[src/hdl/iee_pkg.sv]
// Shared types, constants and helpers for the infix expression evaluator.
// Used by every module of the block; depends on nothing.
package iee_pkg;

   localparam int VALUE_W = 48;

   localparam logic [VALUE_W-1:0] MAX_POS = {1'b0, {(VALUE_W-1){1'b1}}};
   localparam logic [VALUE_W-1:0] MIN_NEG = {1'b1, {(VALUE_W-1){1'b0}}};

   localparam logic [7:0] CHAR_0     = 8'h30;
   localparam logic [7:0] CHAR_9     = 8'h39;
   localparam logic [7:0] CHAR_PLUS  = 8'h2B;
   localparam logic [7:0] CHAR_MINUS = 8'h2D;
   localparam logic [7:0] CHAR_STAR  = 8'h2A;
   localparam logic [7:0] CHAR_SLASH = 8'h2F;

   localparam logic [1:0] PEND_NONE = 2'd0;
   localparam logic [1:0] PEND_MUL  = 2'd1;
   localparam logic [1:0] PEND_DIV  = 2'd2;

   typedef struct packed {
      logic [7:0] char_code;
      logic       last;
   } req_payload_type;

   typedef struct packed {
      logic signed [VALUE_W-1:0] value;
      logic                      div_by_zero;
      logic                      overflow;
   } rsp_payload_type;

   typedef enum logic [1:0] {
      CC_DIGIT  = 2'd0,
      CC_ADDSUB = 2'd1,
      CC_MULDIV = 2'd2,
      CC_OTHER  = 2'd3
   } char_class_type;

   typedef enum logic [3:0] {
      CMD_NONE        = 4'd0,
      CMD_CAPTURE     = 4'd1,
      CMD_DIG_SCALE   = 4'd2,
      CMD_DIG_ADD     = 4'd3,
      CMD_MD_START    = 4'd4,
      CMD_TERM_FACTOR = 4'd5,
      CMD_TERM_MD     = 4'd6,
      CMD_MD_SET      = 4'd7,
      CMD_OPND_FACTOR = 4'd8,
      CMD_OPND_MD     = 4'd9,
      CMD_SUM_ADD     = 4'd10,
      CMD_PM_CLEAR    = 4'd11,
      CMD_PM_SIGN     = 4'd12,
      CMD_CHAR_END    = 4'd13,
      CMD_EMIT        = 4'd14
   } dp_cmd_type;

   typedef struct packed {
      char_class_type char_class;
      logic           is_last;
      logic           prev_muldiv;
      logic           term_active;
      logic           pend_none;
      logic           md_done;
      logic           rsp_free;
   } dp_status_type;

   typedef struct packed {
      logic                      done;
      logic signed [VALUE_W-1:0] value;
      logic                      overflow;
      logic                      div_zero;
   } md_status_type;

   function automatic char_class_type classify_char(input logic [7:0] c);
      char_class_type cls;
      if (c >= CHAR_0 && c <= CHAR_9) begin
         cls = CC_DIGIT;
      end else if (c == CHAR_PLUS || c == CHAR_MINUS) begin
         cls = CC_ADDSUB;
      end else if (c == CHAR_STAR || c == CHAR_SLASH) begin
         cls = CC_MULDIV;
      end else begin
         cls = CC_OTHER;
      end
      return cls;
   endfunction

endpackage

[src/hdl/iee_muldiv.sv]
// Iterative saturating fixed-point multiply (shift-add) and divide (restoring).
// Depends on iee_pkg for widths, limits and the status struct.
module iee_muldiv import iee_pkg::*; #(
   parameter int FRAC_BITS = 16
) (
   input  logic                 clock,
   input  logic                 reset,
   input  logic                 start,
   input  logic                 is_div,
   input  logic [VALUE_W-1:0]   a,
   input  logic [VALUE_W-1:0]   b,
   output md_status_type        status
);

   localparam int W     = VALUE_W;
   localparam int ND    = VALUE_W + FRAC_BITS;
   localparam int PW    = 2 * VALUE_W;
   localparam int CNT_W = $clog2(ND + 1);

   typedef enum logic [4:0] {
      M_IDLE = 5'b00001,
      M_PREP = 5'b00010,
      M_RUN  = 5'b00100,
      M_FIN  = 5'b01000,
      M_DONE = 5'b10000
   } md_state_type;

   md_state_type     state_ff, state_in;
   logic [W-1:0]     a_ff, a_in, b_ff, b_in;
   logic             div_ff, div_in, neg_ff, neg_in, dz_ff, dz_in;
   logic [W-1:0]     mcand_ff, mcand_in, divisor_ff, divisor_in, rem_ff, rem_in;
   logic [PW-1:0]    prod_ff, prod_in;
   logic [ND-1:0]    quo_ff, quo_in;
   logic [CNT_W-1:0] cnt_ff, cnt_in;
   logic [W-1:0]     value_ff, value_in;
   logic             ovf_ff, ovf_in;

   logic [W-1:0]     ma, mb, lim, clamp;
   logic             b_zero, over;
   logic [W:0]       msum, rshift, rdiff;
   logic             ge;
   logic [PW-1:0]    mag_wide;

   always_comb begin
      ma       = a_ff[W-1] ? ('0 - a_ff) : a_ff;
      mb       = b_ff[W-1] ? ('0 - b_ff) : b_ff;
      b_zero   = (b_ff == '0);
      msum     = {1'b0, prod_ff[PW-1:W]} + (prod_ff[0] ? {1'b0, mcand_ff} : '0);
      rshift   = {rem_ff, quo_ff[ND-1]};
      rdiff    = rshift - {1'b0, divisor_ff};
      ge       = (rshift >= {1'b0, divisor_ff});
      mag_wide = div_ff ? PW'(quo_ff) : (prod_ff >> FRAC_BITS);
      lim      = MAX_POS + W'(neg_ff);
      over     = (mag_wide > PW'(lim));
      clamp    = over ? lim : mag_wide[W-1:0];
   end

   always_comb begin
      state_in   = state_ff;
      a_in       = a_ff;
      b_in       = b_ff;
      div_in     = div_ff;
      neg_in     = neg_ff;
      dz_in      = dz_ff;
      mcand_in   = mcand_ff;
      divisor_in = divisor_ff;
      rem_in     = rem_ff;
      prod_in    = prod_ff;
      quo_in     = quo_ff;
      cnt_in     = cnt_ff;
      value_in   = value_ff;
      ovf_in     = ovf_ff;
      case (state_ff)
         M_IDLE: begin
            if (start) begin
               a_in     = a;
               b_in     = b;
               div_in   = is_div;
               state_in = M_PREP;
            end
         end
         M_PREP: begin
            neg_in = a_ff[W-1] ^ b_ff[W-1];
            dz_in  = div_ff & b_zero;
            if (div_ff) begin
               quo_in     = ND'(ma) << FRAC_BITS;
               rem_in     = '0;
               divisor_in = mb;
               cnt_in     = CNT_W'(ND);
            end else begin
               prod_in  = PW'(mb);
               mcand_in = ma;
               cnt_in   = CNT_W'(W);
            end
            state_in = (div_ff & b_zero) ? M_FIN : M_RUN;
         end
         M_RUN: begin
            if (div_ff) begin
               rem_in = ge ? rdiff[W-1:0] : rshift[W-1:0];
               quo_in = {quo_ff[ND-2:0], ge};
            end else begin
               prod_in = {msum, prod_ff[W-1:1]};
            end
            cnt_in = cnt_ff - 1'b1;
            if (cnt_ff == CNT_W'(1)) begin
               state_in = M_FIN;
            end
         end
         M_FIN: begin
            if (dz_ff) begin
               value_in = a_ff[W-1] ? MIN_NEG : MAX_POS;
               ovf_in   = 1'b0;
            end else begin
               value_in = neg_ff ? ('0 - clamp) : clamp;
               ovf_in   = over;
            end
            state_in = M_DONE;
         end
         M_DONE: begin
            state_in = M_IDLE;
         end
         default: begin
            state_in = M_IDLE;
         end
      endcase
   end

   always_ff @(posedge clock) begin
      if (reset) begin
         state_ff <= M_IDLE;
      end else begin
         state_ff <= state_in;
      end
   end

   always_ff @(posedge clock) begin
      a_ff       <= a_in;
      b_ff       <= b_in;
      div_ff     <= div_in;
      neg_ff     <= neg_in;
      dz_ff      <= dz_in;
      mcand_ff   <= mcand_in;
      divisor_ff <= divisor_in;
      rem_ff     <= rem_in;
      prod_ff    <= prod_in;
      quo_ff     <= quo_in;
      cnt_ff     <= cnt_in;
      value_ff   <= value_in;
      ovf_ff     <= ovf_in;
   end

   assign status.done     = (state_ff == M_DONE);
   assign status.value    = value_ff;
   assign status.overflow = ovf_ff;
   assign status.div_zero = dz_ff;

endmodule

[src/hdl/iee_datapath.sv]
// Evaluator datapath: expression state, saturating adders, result register.
// Depends on iee_pkg and instantiates iee_muldiv.
module iee_datapath import iee_pkg::*; #(
   parameter int FRAC_BITS = 16
) (
   input  logic            clock,
   input  logic            reset,
   input  req_payload_type req_payload,
   input  dp_cmd_type      cmd,
   output dp_status_type   status,
   output logic            rsp_valid,
   output rsp_payload_type rsp_payload,
   input  logic            rsp_stall
);

   localparam int W  = VALUE_W;
   localparam int EW = VALUE_W + 4;

   logic [7:0]      char_ff, char_in;
   logic            last_ff, last_in;
   logic [W-1:0]    sum_ff, sum_in, num_ff, num_in, term_ff, term_in, opnd_ff, opnd_in;
   logic            active_ff, active_in, neg_ff, neg_in, prev_ff, prev_in;
   logic [1:0]      pend_ff, pend_in;
   logic            dz_ff, dz_in, ovf_ff, ovf_in;
   logic            rsp_valid_ff, rsp_valid_in;
   rsp_payload_type rsp_payload_ff, rsp_payload_in;

   logic [W-1:0]    factor;
   logic [EW-1:0]   n10, dsc;
   logic            n10_over, dsc_over;
   logic [3:0]      dval;
   logic [W:0]      dsum, ssum;
   logic            dsum_over, ssum_over;
   logic [W-1:0]    ssat;
   md_status_type   md;

   iee_muldiv #(
      .FRAC_BITS (FRAC_BITS)
   ) u_muldiv (
      .clock  (clock),
      .reset  (reset),
      .start  (cmd == CMD_MD_START),
      .is_div (pend_ff == PEND_DIV),
      .a      (term_ff),
      .b      (factor),
      .status (md)
   );

   always_comb begin
      factor    = neg_ff ? ('0 - num_ff) : num_ff;
      n10       = (EW'(num_ff) << 3) + (EW'(num_ff) << 1);
      n10_over  = (n10 > EW'(MAX_POS));
      dval      = 4'(char_ff - CHAR_0);
      dsc       = EW'(dval) << FRAC_BITS;
      dsc_over  = (dsc > EW'(MAX_POS));
      dsum      = {1'b0, num_ff} + {1'b0, opnd_ff};
      dsum_over = (dsum > {1'b0, MAX_POS});
      ssum      = {sum_ff[W-1], sum_ff} + {opnd_ff[W-1], opnd_ff};
      ssum_over = ssum[W] ^ ssum[W-1];
      ssat      = ssum_over ? (ssum[W] ? MIN_NEG : MAX_POS) : ssum[W-1:0];
   end

   always_comb begin
      char_in        = char_ff;
      last_in        = last_ff;
      sum_in         = sum_ff;
      num_in         = num_ff;
      term_in        = term_ff;
      opnd_in        = opnd_ff;
      active_in      = active_ff;
      neg_in         = neg_ff;
      prev_in        = prev_ff;
      pend_in        = pend_ff;
      dz_in          = dz_ff;
      ovf_in         = ovf_ff;
      rsp_payload_in = rsp_payload_ff;
      // drop the held result once it transfers
      rsp_valid_in   = rsp_valid_ff & rsp_stall;
      case (cmd)
         CMD_CAPTURE: begin
            char_in = req_payload.char_code;
            last_in = req_payload.last;
         end
         CMD_DIG_SCALE: begin
            num_in  = n10_over ? MAX_POS : n10[W-1:0];
            opnd_in = dsc_over ? MAX_POS : dsc[W-1:0];
            ovf_in  = ovf_ff | n10_over | dsc_over;
         end
         CMD_DIG_ADD: begin
            num_in = dsum_over ? MAX_POS : dsum[W-1:0];
            ovf_in = ovf_ff | dsum_over;
         end
         CMD_TERM_FACTOR: begin
            term_in = factor;
         end
         CMD_TERM_MD: begin
            term_in = md.value;
            ovf_in  = ovf_ff | md.overflow;
            dz_in   = dz_ff | md.div_zero;
         end
         CMD_MD_SET: begin
            active_in = 1'b1;
            pend_in   = (char_ff == CHAR_STAR) ? PEND_MUL : PEND_DIV;
            num_in    = '0;
            neg_in    = 1'b0;
         end
         CMD_OPND_FACTOR: begin
            opnd_in = factor;
         end
         CMD_OPND_MD: begin
            opnd_in = md.value;
            ovf_in  = ovf_ff | md.overflow;
            dz_in   = dz_ff | md.div_zero;
         end
         CMD_SUM_ADD: begin
            sum_in = ssat;
            ovf_in = ovf_ff | ssum_over;
         end
         CMD_PM_CLEAR: begin
            term_in   = '0;
            active_in = 1'b0;
            pend_in   = PEND_NONE;
            num_in    = '0;
            neg_in    = (char_ff == CHAR_MINUS);
         end
         CMD_PM_SIGN: begin
            neg_in = (char_ff == CHAR_MINUS);
         end
         CMD_CHAR_END: begin
            prev_in = (classify_char(char_ff) == CC_MULDIV);
         end
         CMD_EMIT: begin
            rsp_payload_in.value       = sum_ff;
            rsp_payload_in.div_by_zero = dz_ff;
            rsp_payload_in.overflow    = ovf_ff;
            rsp_valid_in               = 1'b1;
            sum_in    = '0;
            num_in    = '0;
            term_in   = '0;
            active_in = 1'b0;
            pend_in   = PEND_NONE;
            neg_in    = 1'b0;
            prev_in   = 1'b0;
            dz_in     = 1'b0;
            ovf_in    = 1'b0;
         end
         default: begin
         end
      endcase
   end

   always_ff @(posedge clock) begin
      if (reset) begin
         sum_ff       <= '0;
         num_ff       <= '0;
         term_ff      <= '0;
         active_ff    <= 1'b0;
         neg_ff       <= 1'b0;
         prev_ff      <= 1'b0;
         pend_ff      <= PEND_NONE;
         dz_ff        <= 1'b0;
         ovf_ff       <= 1'b0;
         rsp_valid_ff <= 1'b0;
      end else begin
         sum_ff       <= sum_in;
         num_ff       <= num_in;
         term_ff      <= term_in;
         active_ff    <= active_in;
         neg_ff       <= neg_in;
         prev_ff      <= prev_in;
         pend_ff      <= pend_in;
         dz_ff        <= dz_in;
         ovf_ff       <= ovf_in;
         rsp_valid_ff <= rsp_valid_in;
      end
   end

   always_ff @(posedge clock) begin
      char_ff        <= char_in;
      last_ff        <= last_in;
      opnd_ff        <= opnd_in;
      rsp_payload_ff <= rsp_payload_in;
   end

   assign status.char_class  = classify_char(char_ff);
   assign status.is_last     = last_ff;
   assign status.prev_muldiv = prev_ff;
   assign status.term_active = active_ff;
   assign status.pend_none   = (pend_ff == PEND_NONE);
   assign status.md_done     = md.done;
   assign status.rsp_free    = ~rsp_valid_ff | ~rsp_stall;

   assign rsp_valid   = rsp_valid_ff;
   assign rsp_payload = rsp_payload_ff;

endmodule

[src/hdl/iee_ctrl.sv]
// Evaluator controller: one-hot sequencer that issues datapath commands.
// Depends on iee_pkg for the command and status types.
module iee_ctrl import iee_pkg::*; (
   input  logic          clock,
   input  logic          reset,
   input  logic          req_valid,
   output logic          req_stall,
   input  dp_status_type status,
   output dp_cmd_type    cmd
);

   typedef enum logic [10:0] {
      ST_IDLE      = 11'b00000000001,
      ST_DECODE    = 11'b00000000010,
      ST_DIG_ADD   = 11'b00000000100,
      ST_MD_WAIT   = 11'b00000001000,
      ST_MD_SET    = 11'b00000010000,
      ST_FOLD      = 11'b00000100000,
      ST_FOLD_WAIT = 11'b00001000000,
      ST_SUM_ADD   = 11'b00010000000,
      ST_PM_CLEAR  = 11'b00100000000,
      ST_CHAR_END  = 11'b01000000000,
      ST_EMIT      = 11'b10000000000
   } ctrl_state_type;

   ctrl_state_type state_ff, state_in;
   logic           emit_fold_ff, emit_fold_in;

   always_comb begin
      state_in     = state_ff;
      emit_fold_in = emit_fold_ff;
      cmd          = CMD_NONE;
      req_stall    = 1'b1;
      case (state_ff)
         ST_IDLE: begin
            req_stall = 1'b0;
            if (req_valid) begin
               cmd          = CMD_CAPTURE;
               emit_fold_in = 1'b0;
               state_in     = ST_DECODE;
            end
         end
         ST_DECODE: begin
            case (status.char_class)
               CC_DIGIT: begin
                  cmd      = CMD_DIG_SCALE;
                  state_in = ST_DIG_ADD;
               end
               CC_ADDSUB: begin
                  if (status.prev_muldiv) begin
                     cmd      = CMD_PM_SIGN;
                     state_in = ST_CHAR_END;
                  end else begin
                     state_in = ST_FOLD;
                  end
               end
               CC_MULDIV: begin
                  if (status.term_active) begin
                     cmd      = CMD_MD_START;
                     state_in = ST_MD_WAIT;
                  end else begin
                     cmd      = CMD_TERM_FACTOR;
                     state_in = ST_MD_SET;
                  end
               end
               default: begin
                  state_in = ST_CHAR_END;
               end
            endcase
         end
         ST_DIG_ADD: begin
            cmd      = CMD_DIG_ADD;
            state_in = ST_CHAR_END;
         end
         ST_MD_WAIT: begin
            if (status.md_done) begin
               cmd      = CMD_TERM_MD;
               state_in = ST_MD_SET;
            end
         end
         ST_MD_SET: begin
            cmd      = CMD_MD_SET;
            state_in = ST_CHAR_END;
         end
         ST_FOLD: begin
            if (status.pend_none) begin
               cmd      = CMD_OPND_FACTOR;
               state_in = ST_SUM_ADD;
            end else begin
               cmd      = CMD_MD_START;
               state_in = ST_FOLD_WAIT;
            end
         end
         ST_FOLD_WAIT: begin
            if (status.md_done) begin
               cmd      = CMD_OPND_MD;
               state_in = ST_SUM_ADD;
            end
         end
         ST_SUM_ADD: begin
            cmd      = CMD_SUM_ADD;
            state_in = emit_fold_ff ? ST_EMIT : ST_PM_CLEAR;
         end
         ST_PM_CLEAR: begin
            cmd      = CMD_PM_CLEAR;
            state_in = ST_CHAR_END;
         end
         ST_CHAR_END: begin
            cmd = CMD_CHAR_END;
            if (status.is_last) begin
               emit_fold_in = 1'b1;
               state_in     = ST_FOLD;
            end else begin
               state_in = ST_IDLE;
            end
         end
         ST_EMIT: begin
            if (status.rsp_free) begin
               cmd          = CMD_EMIT;
               emit_fold_in = 1'b0;
               state_in     = ST_IDLE;
            end
         end
         default: begin
            state_in = ST_IDLE;
         end
      endcase
   end

   always_ff @(posedge clock) begin
      if (reset) begin
         state_ff     <= ST_IDLE;
         emit_fold_ff <= 1'b0;
      end else begin
         state_ff     <= state_in;
         emit_fold_ff <= emit_fold_in;
      end
   end

endmodule

[src/hdl/infix_expression_evaluator.sv]
// Infix expression evaluator: takes one ASCII character per transfer and, on
// the character flagged last, returns the value of the expression in signed
// fixed point (VALUE_W bits, FRAC_BITS fractional bits) with sticky
// divide-by-zero and overflow flags. Digits build a number, * and / bind
// tighter than + and -, a sign straight after * or / applies to the next
// factor, and any other character is skipped. Every result saturates. The
// block works on one character at a time and stalls its input until the
// character is finished. An ignored character, a sign straight after * or /,
// a digit, a * or / that opens a term, and a + or - with no product or
// quotient pending leave the multiply/divide unit alone; a * or / that
// combines with an earlier factor, and a + or - that closes a product or
// quotient, wait for the shared iterative multiply/divide unit, which
// runs longer on a divide than on a multiply. The last character then adds
// its final fold, the last step of which loads the result register. The
// result sits in that output register, so the next expression may start
// while the previous result waits to transfer; a further result is held
// back, and the input with it, until the register frees up.
// Depends on iee_pkg, iee_ctrl, iee_datapath and iee_muldiv.
module infix_expression_evaluator import iee_pkg::*; #(
   parameter int FRAC_BITS = 16
) (
   input  logic            clock,
   input  logic            reset,
   input  logic            req_valid,
   output logic            req_stall,
   input  req_payload_type req_payload,
   output logic            rsp_valid,
   input  logic            rsp_stall,
   output rsp_payload_type rsp_payload
);

   dp_cmd_type    cmd;
   dp_status_type status;

   // sequencer: holds the input while a character is in work
   iee_ctrl u_ctrl (
      .clock     (clock),
      .reset     (reset),
      .req_valid (req_valid),
      .req_stall (req_stall),
      .status    (status),
      .cmd       (cmd)
   );

   // expression state, arithmetic and the result register
   iee_datapath #(
      .FRAC_BITS (FRAC_BITS)
   ) u_datapath (
      .clock       (clock),
      .reset       (reset),
      .req_payload (req_payload),
      .cmd         (cmd),
      .status      (status),
      .rsp_valid   (rsp_valid),
      .rsp_payload (rsp_payload),
      .rsp_stall   (rsp_stall)
   );

endmodule

[config.mk]
export PLATFORM = sky130hd
export DESIGN_NAME = infix_expression_evaluator
export DESIGN_NICKNAME = d
export VERILOG_FILES = /design/src/hdl/iee_pkg.sv /design/src/hdl/iee_muldiv.sv /design/src/hdl/iee_datapath.sv /design/src/hdl/iee_ctrl.sv /design/src/hdl/infix_expression_evaluator.sv
export SDC_FILE = /design/constraint.sdc
export NUM_CORES = 2
export LEC_CHECK = 0
export ABC_AREA = 1
export BUFFER_PORTS_ARGS = -buffer_cell sky130_fd_sc_hd__buf_4
export CORE_MARGIN = 5
export CORE_UTILIZATION = 35
export CTS_CLUSTER_SIZE = 25
export DETAILED_ROUTE_END_ITERATION = 10
export PLACE_DENSITY = 0.55
export SETUP_SLACK_MARGIN = 0.02
export SKIP_CTS_REPAIR_TIMING = 1
export SLEW_MARGIN = 25
export SYNTH_ARGS = -nofsm -noshare
export SYNTH_HDL_FRONTEND = slang
export SYNTH_HIERARCHICAL = 1
export SYNTH_SLANG_ARGS = --single-unit
[constraint.sdc]
create_clock -name clock -period 17.2 [get_ports clock]
set_input_delay 1.72 -clock clock [delete_from_list [all_inputs] [get_ports clock]]
set_output_delay 1.72 -clock clock [all_outputs]
set_load 0.03 [all_outputs]
==> reports/qor.yml <==
critical_path:
  start_kind: "register"
  cp.arrival_ns: 6.88
  worstPathMaxFanout: 78
  critPathCaptureType: "register"
  r2r_cells: 24
  r2r-start: "u_datapath/u_muldiv/div_ff"
  r2r_slack_ns: 10.75
  crit_type: "register to register"
  crit_required_ns: 17.63
  timing.rr.end: "u_datapath/u_muldiv/value_ff[42]"
timing:
  fin_crit_sh_pct: 37.5
  max_freq_ghz: 0.155
  hold_violations: 0
  finalCriticalPeriod_ns: 6.45
  grt_setup_unrepaired: "false"
  final-setup-viol-count: 0
  worst_slack_ns: 10.75
  relSlewSlack_pct: 25.6
  finClkSkew_ns: 0.0370
  tightest_slew_ns: 1.11
  slew_violations: 0
  tns_ns: 0
placement:
  pre_cts_ws_ns: 10.81
  place.gp.congestion: 0.968
  io_buffer_count: 64
  hpwl_um: 155000
  dp.cells: 8837
global_routing:
  grt_max_degree: 92
  track_usage_pct: 24.0
  grt_pass1_wl_um: 289000
  antenna_found_initial: 8
  overflow: 0
  grt_pass1_vias: 45322
power:
  p_total_mw: 5.47
  p_leak_nw: 25.2
  ir_drop_v: 0.0000781
  power_density_nw_per_um2: 94.8
logic_synthesis:
  synth_warnings: 6
  synth_common_cells: "1731 x nand2_1, 896 x inv_1, 674 x nor2_1"
  synth.area.top_cells: "edfxtp_1 32%, nand2_1 12%, ha_1 7.0%"
  synth_area_per_cell_um2: 7.48
  synth_top_area_share_pct: 32.5
  yosysSeqAreaShare_pct: 39.0
  synth.net_count: 7300
  synth_area_um2: 52300
  ys_seq_elements: 735
  synth_most_common_cell: "nand2_1"
  dominantRegCellSynth: "edfxtp_1"
  async_flop_share_pct: 0
  ys_types: 67
  synth_edf_count: 566
  synth_largest_area_cell: "edfxtp_1"
  postSynthCellCount: 6990
flow_run:
  maxCapViolations: 0
clock_network:
  path_clk_slew_ns: 0.06
  cts_inserted_buffers: 88
  htreeDepth: 3
  clock-sinks: 735
  insertion_delay_ns: 0.71
  clock_tree.root_cell: "clkbuf_16"
  cts_tree: "done"
  cts.path.max_buffers: 3
detailed_routing:
  vias_per_cell: 5.32
  first_pass_iters: 6
  wl_um: 194000
  ant_nets: 0
  vias: 47907
  initialDrtViolationCount: 4841
  wire_per_inst_um: 21.6
  drc: 0
final_layout:
  nets: 7308
  stdcell_count: 9006
  syn_to_final_growth_pct: 10.2
  num-fill-cells: 15567
  drive_gt1_share_pct: 7.18
die:
  fp.dieW_um: 397
  pin_count: 65
  dieArea_um2: 157000
  die_y_um: 397
  initial_core_util_pct: 35.3
  rows: 141
  coreArea_um2: 148000
worst_hold_path:
  hold_path_end: "u_datapath/u_muldiv/a_ff[8]"
  worstHoldPathCells: 0
  hp-class: "register to register"
  min_from: "u_datapath/term_ff[8]"
run_status:
  status: "complete, no violations"
==> final cells by class <==
type                       instances  area, um^2  share of cell area [%]
antenna                            4        10.0                  0.0174
clock buffer                     109        2350                    4.08
clock inverter                    55         538                   0.933
inverter                         960        3610                    6.26
multi-input combinational       5108       27500                    47.8
sequential                       735       20400                    35.3
tap                             1930        2410                    4.19
timing repair buffer             105         812                    1.41
==> per-layer routing <==
| layer | global-route usage [%] | part of all wire [%] |
|---|---|---|
| met1 | 33.9 | 45 |
| met5 | 0 | 0.012 |
| met2 | 37.6 | 44 |
| met4 | 8.96 | 4.0 |
| met3 | 3.04 | 6.7 |
==> layout by cell type, fill, tap and decap left out, types with 113 or more instances in the layout <==
cell      netlist  final
a21oi_1       589    589
dfxtp_1       169    169
edfxtp_1      566    566
ha_1          292    292
inv_1         896    893
nand2_1      1731   1729
nand3_1       303    302
nor2_1        674    665
o21ai_0       487    486
xnor2_1       114    113
xor2_1        157    157
==> power by group <==
| part | leakage (nW) | internal [mW] | switching [mW] |
|---|---|---|---|
| logic | 17.8 | 0.408 | 0.994 |
| registers | 5.98 | 2.02 | 0.168 |
| clock network | 1.42 | 1.07 | 0.810 |
==> worst max path at each step <==
| stage | start | to | slack, ns | cells after the start |
|---|---|---|---|---|
| after floorplan | rsp_stall | u_datapath/u_muldiv/a_ff[0] | 9.84 | 10 |
| after global placement | rsp_stall | u_datapath/num_ff[15] | 10.92 | 19 |
| after detailed placement | u_datapath/u_muldiv/div_ff | u_datapath/u_muldiv/value_ff[40] | 10.81 | 26 |
| after CTS | u_datapath/u_muldiv/div_ff | u_datapath/u_muldiv/value_ff[36] | 10.80 | 26 |
| after global routing | u_datapath/u_muldiv/div_ff | u_datapath/u_muldiv/value_ff[26] | 10.14 | 24 |
| final | u_datapath/u_muldiv/div_ff | u_datapath/u_muldiv/value_ff[42] | 10.75 | 24 |
==> worst max-delay path, cell delays in order, from the launching register on <==
cell and delay, ns:
edfxtp_1 0.98, buf_4 0.71, inv_2 0.32, nand2_1 0.13, nand2_1 0.08, ha_1 0.30, nand2_1 0.07, nor2_1 0.15
nand2_1 0.09, inv_1 0.07, nand3b_1 0.17, nor3_1 0.26, nand3_1 0.21, nand3_2 0.12, buf_4 0.66, nand2_1 0.17
inv_1 0.12, ha_1 0.19, nand3_1 0.12, nor2_1 0.24, nand3_1 0.19, o21ai_2 0.40, nand4_1 0.16, nand3_1 0.12
nand2_1 0.05
==> sequential cells by signal, indices dropped and copies added (netlist names), 2 cells and up <==
signal,cells
u_datapath/term_ff,48
u_datapath/num_ff,48
u_datapath/rsp_payload,50
u_datapath/u_muldiv/value_ff,48
u_datapath/u_muldiv/divisor_ff,48
u_datapath/char_ff,8
u_datapath/opnd_ff,48
u_datapath/u_muldiv/a_ff,48
u_datapath/u_muldiv/prod_ff,96
u_datapath/u_muldiv/rem_ff,48
u_ctrl/state_ff,11
u_datapath/u_muldiv/mcand_ff,48
u_datapath/u_muldiv/state_ff,5
u_datapath/pend_ff,2
u_datapath/u_muldiv/quo_ff,64
u_datapath/sum_ff,48
u_datapath/u_muldiv/b_ff,48
u_datapath/u_muldiv/cnt_ff,7
==> stage by stage <==
stage	util [%]	area, um^2	hold slack [ns]
after floorplan	-	52300	0.403
after CTS	38.9	57600	0.425
after global routing	38.9	57600	0.427
after detailed placement	36.9	54700	0.411
final	38.9	57700	0.427
after global placement	36.9	54700	0.411
==> logic make-up after synthesis <==
logic type / count (synthesis) / share of synthesized area [%]
compound gates: 1479 / 16.2
xor+xnor: 271 / 4.54
fa+ha+maj: 297 / 7.18
buf+inv: 1147 / 8.61
flops: 735 / 39.0
mux: 1 / 0.0191
simple gates: 3060 / 24.5
Power figures use the tool's default switching activity.
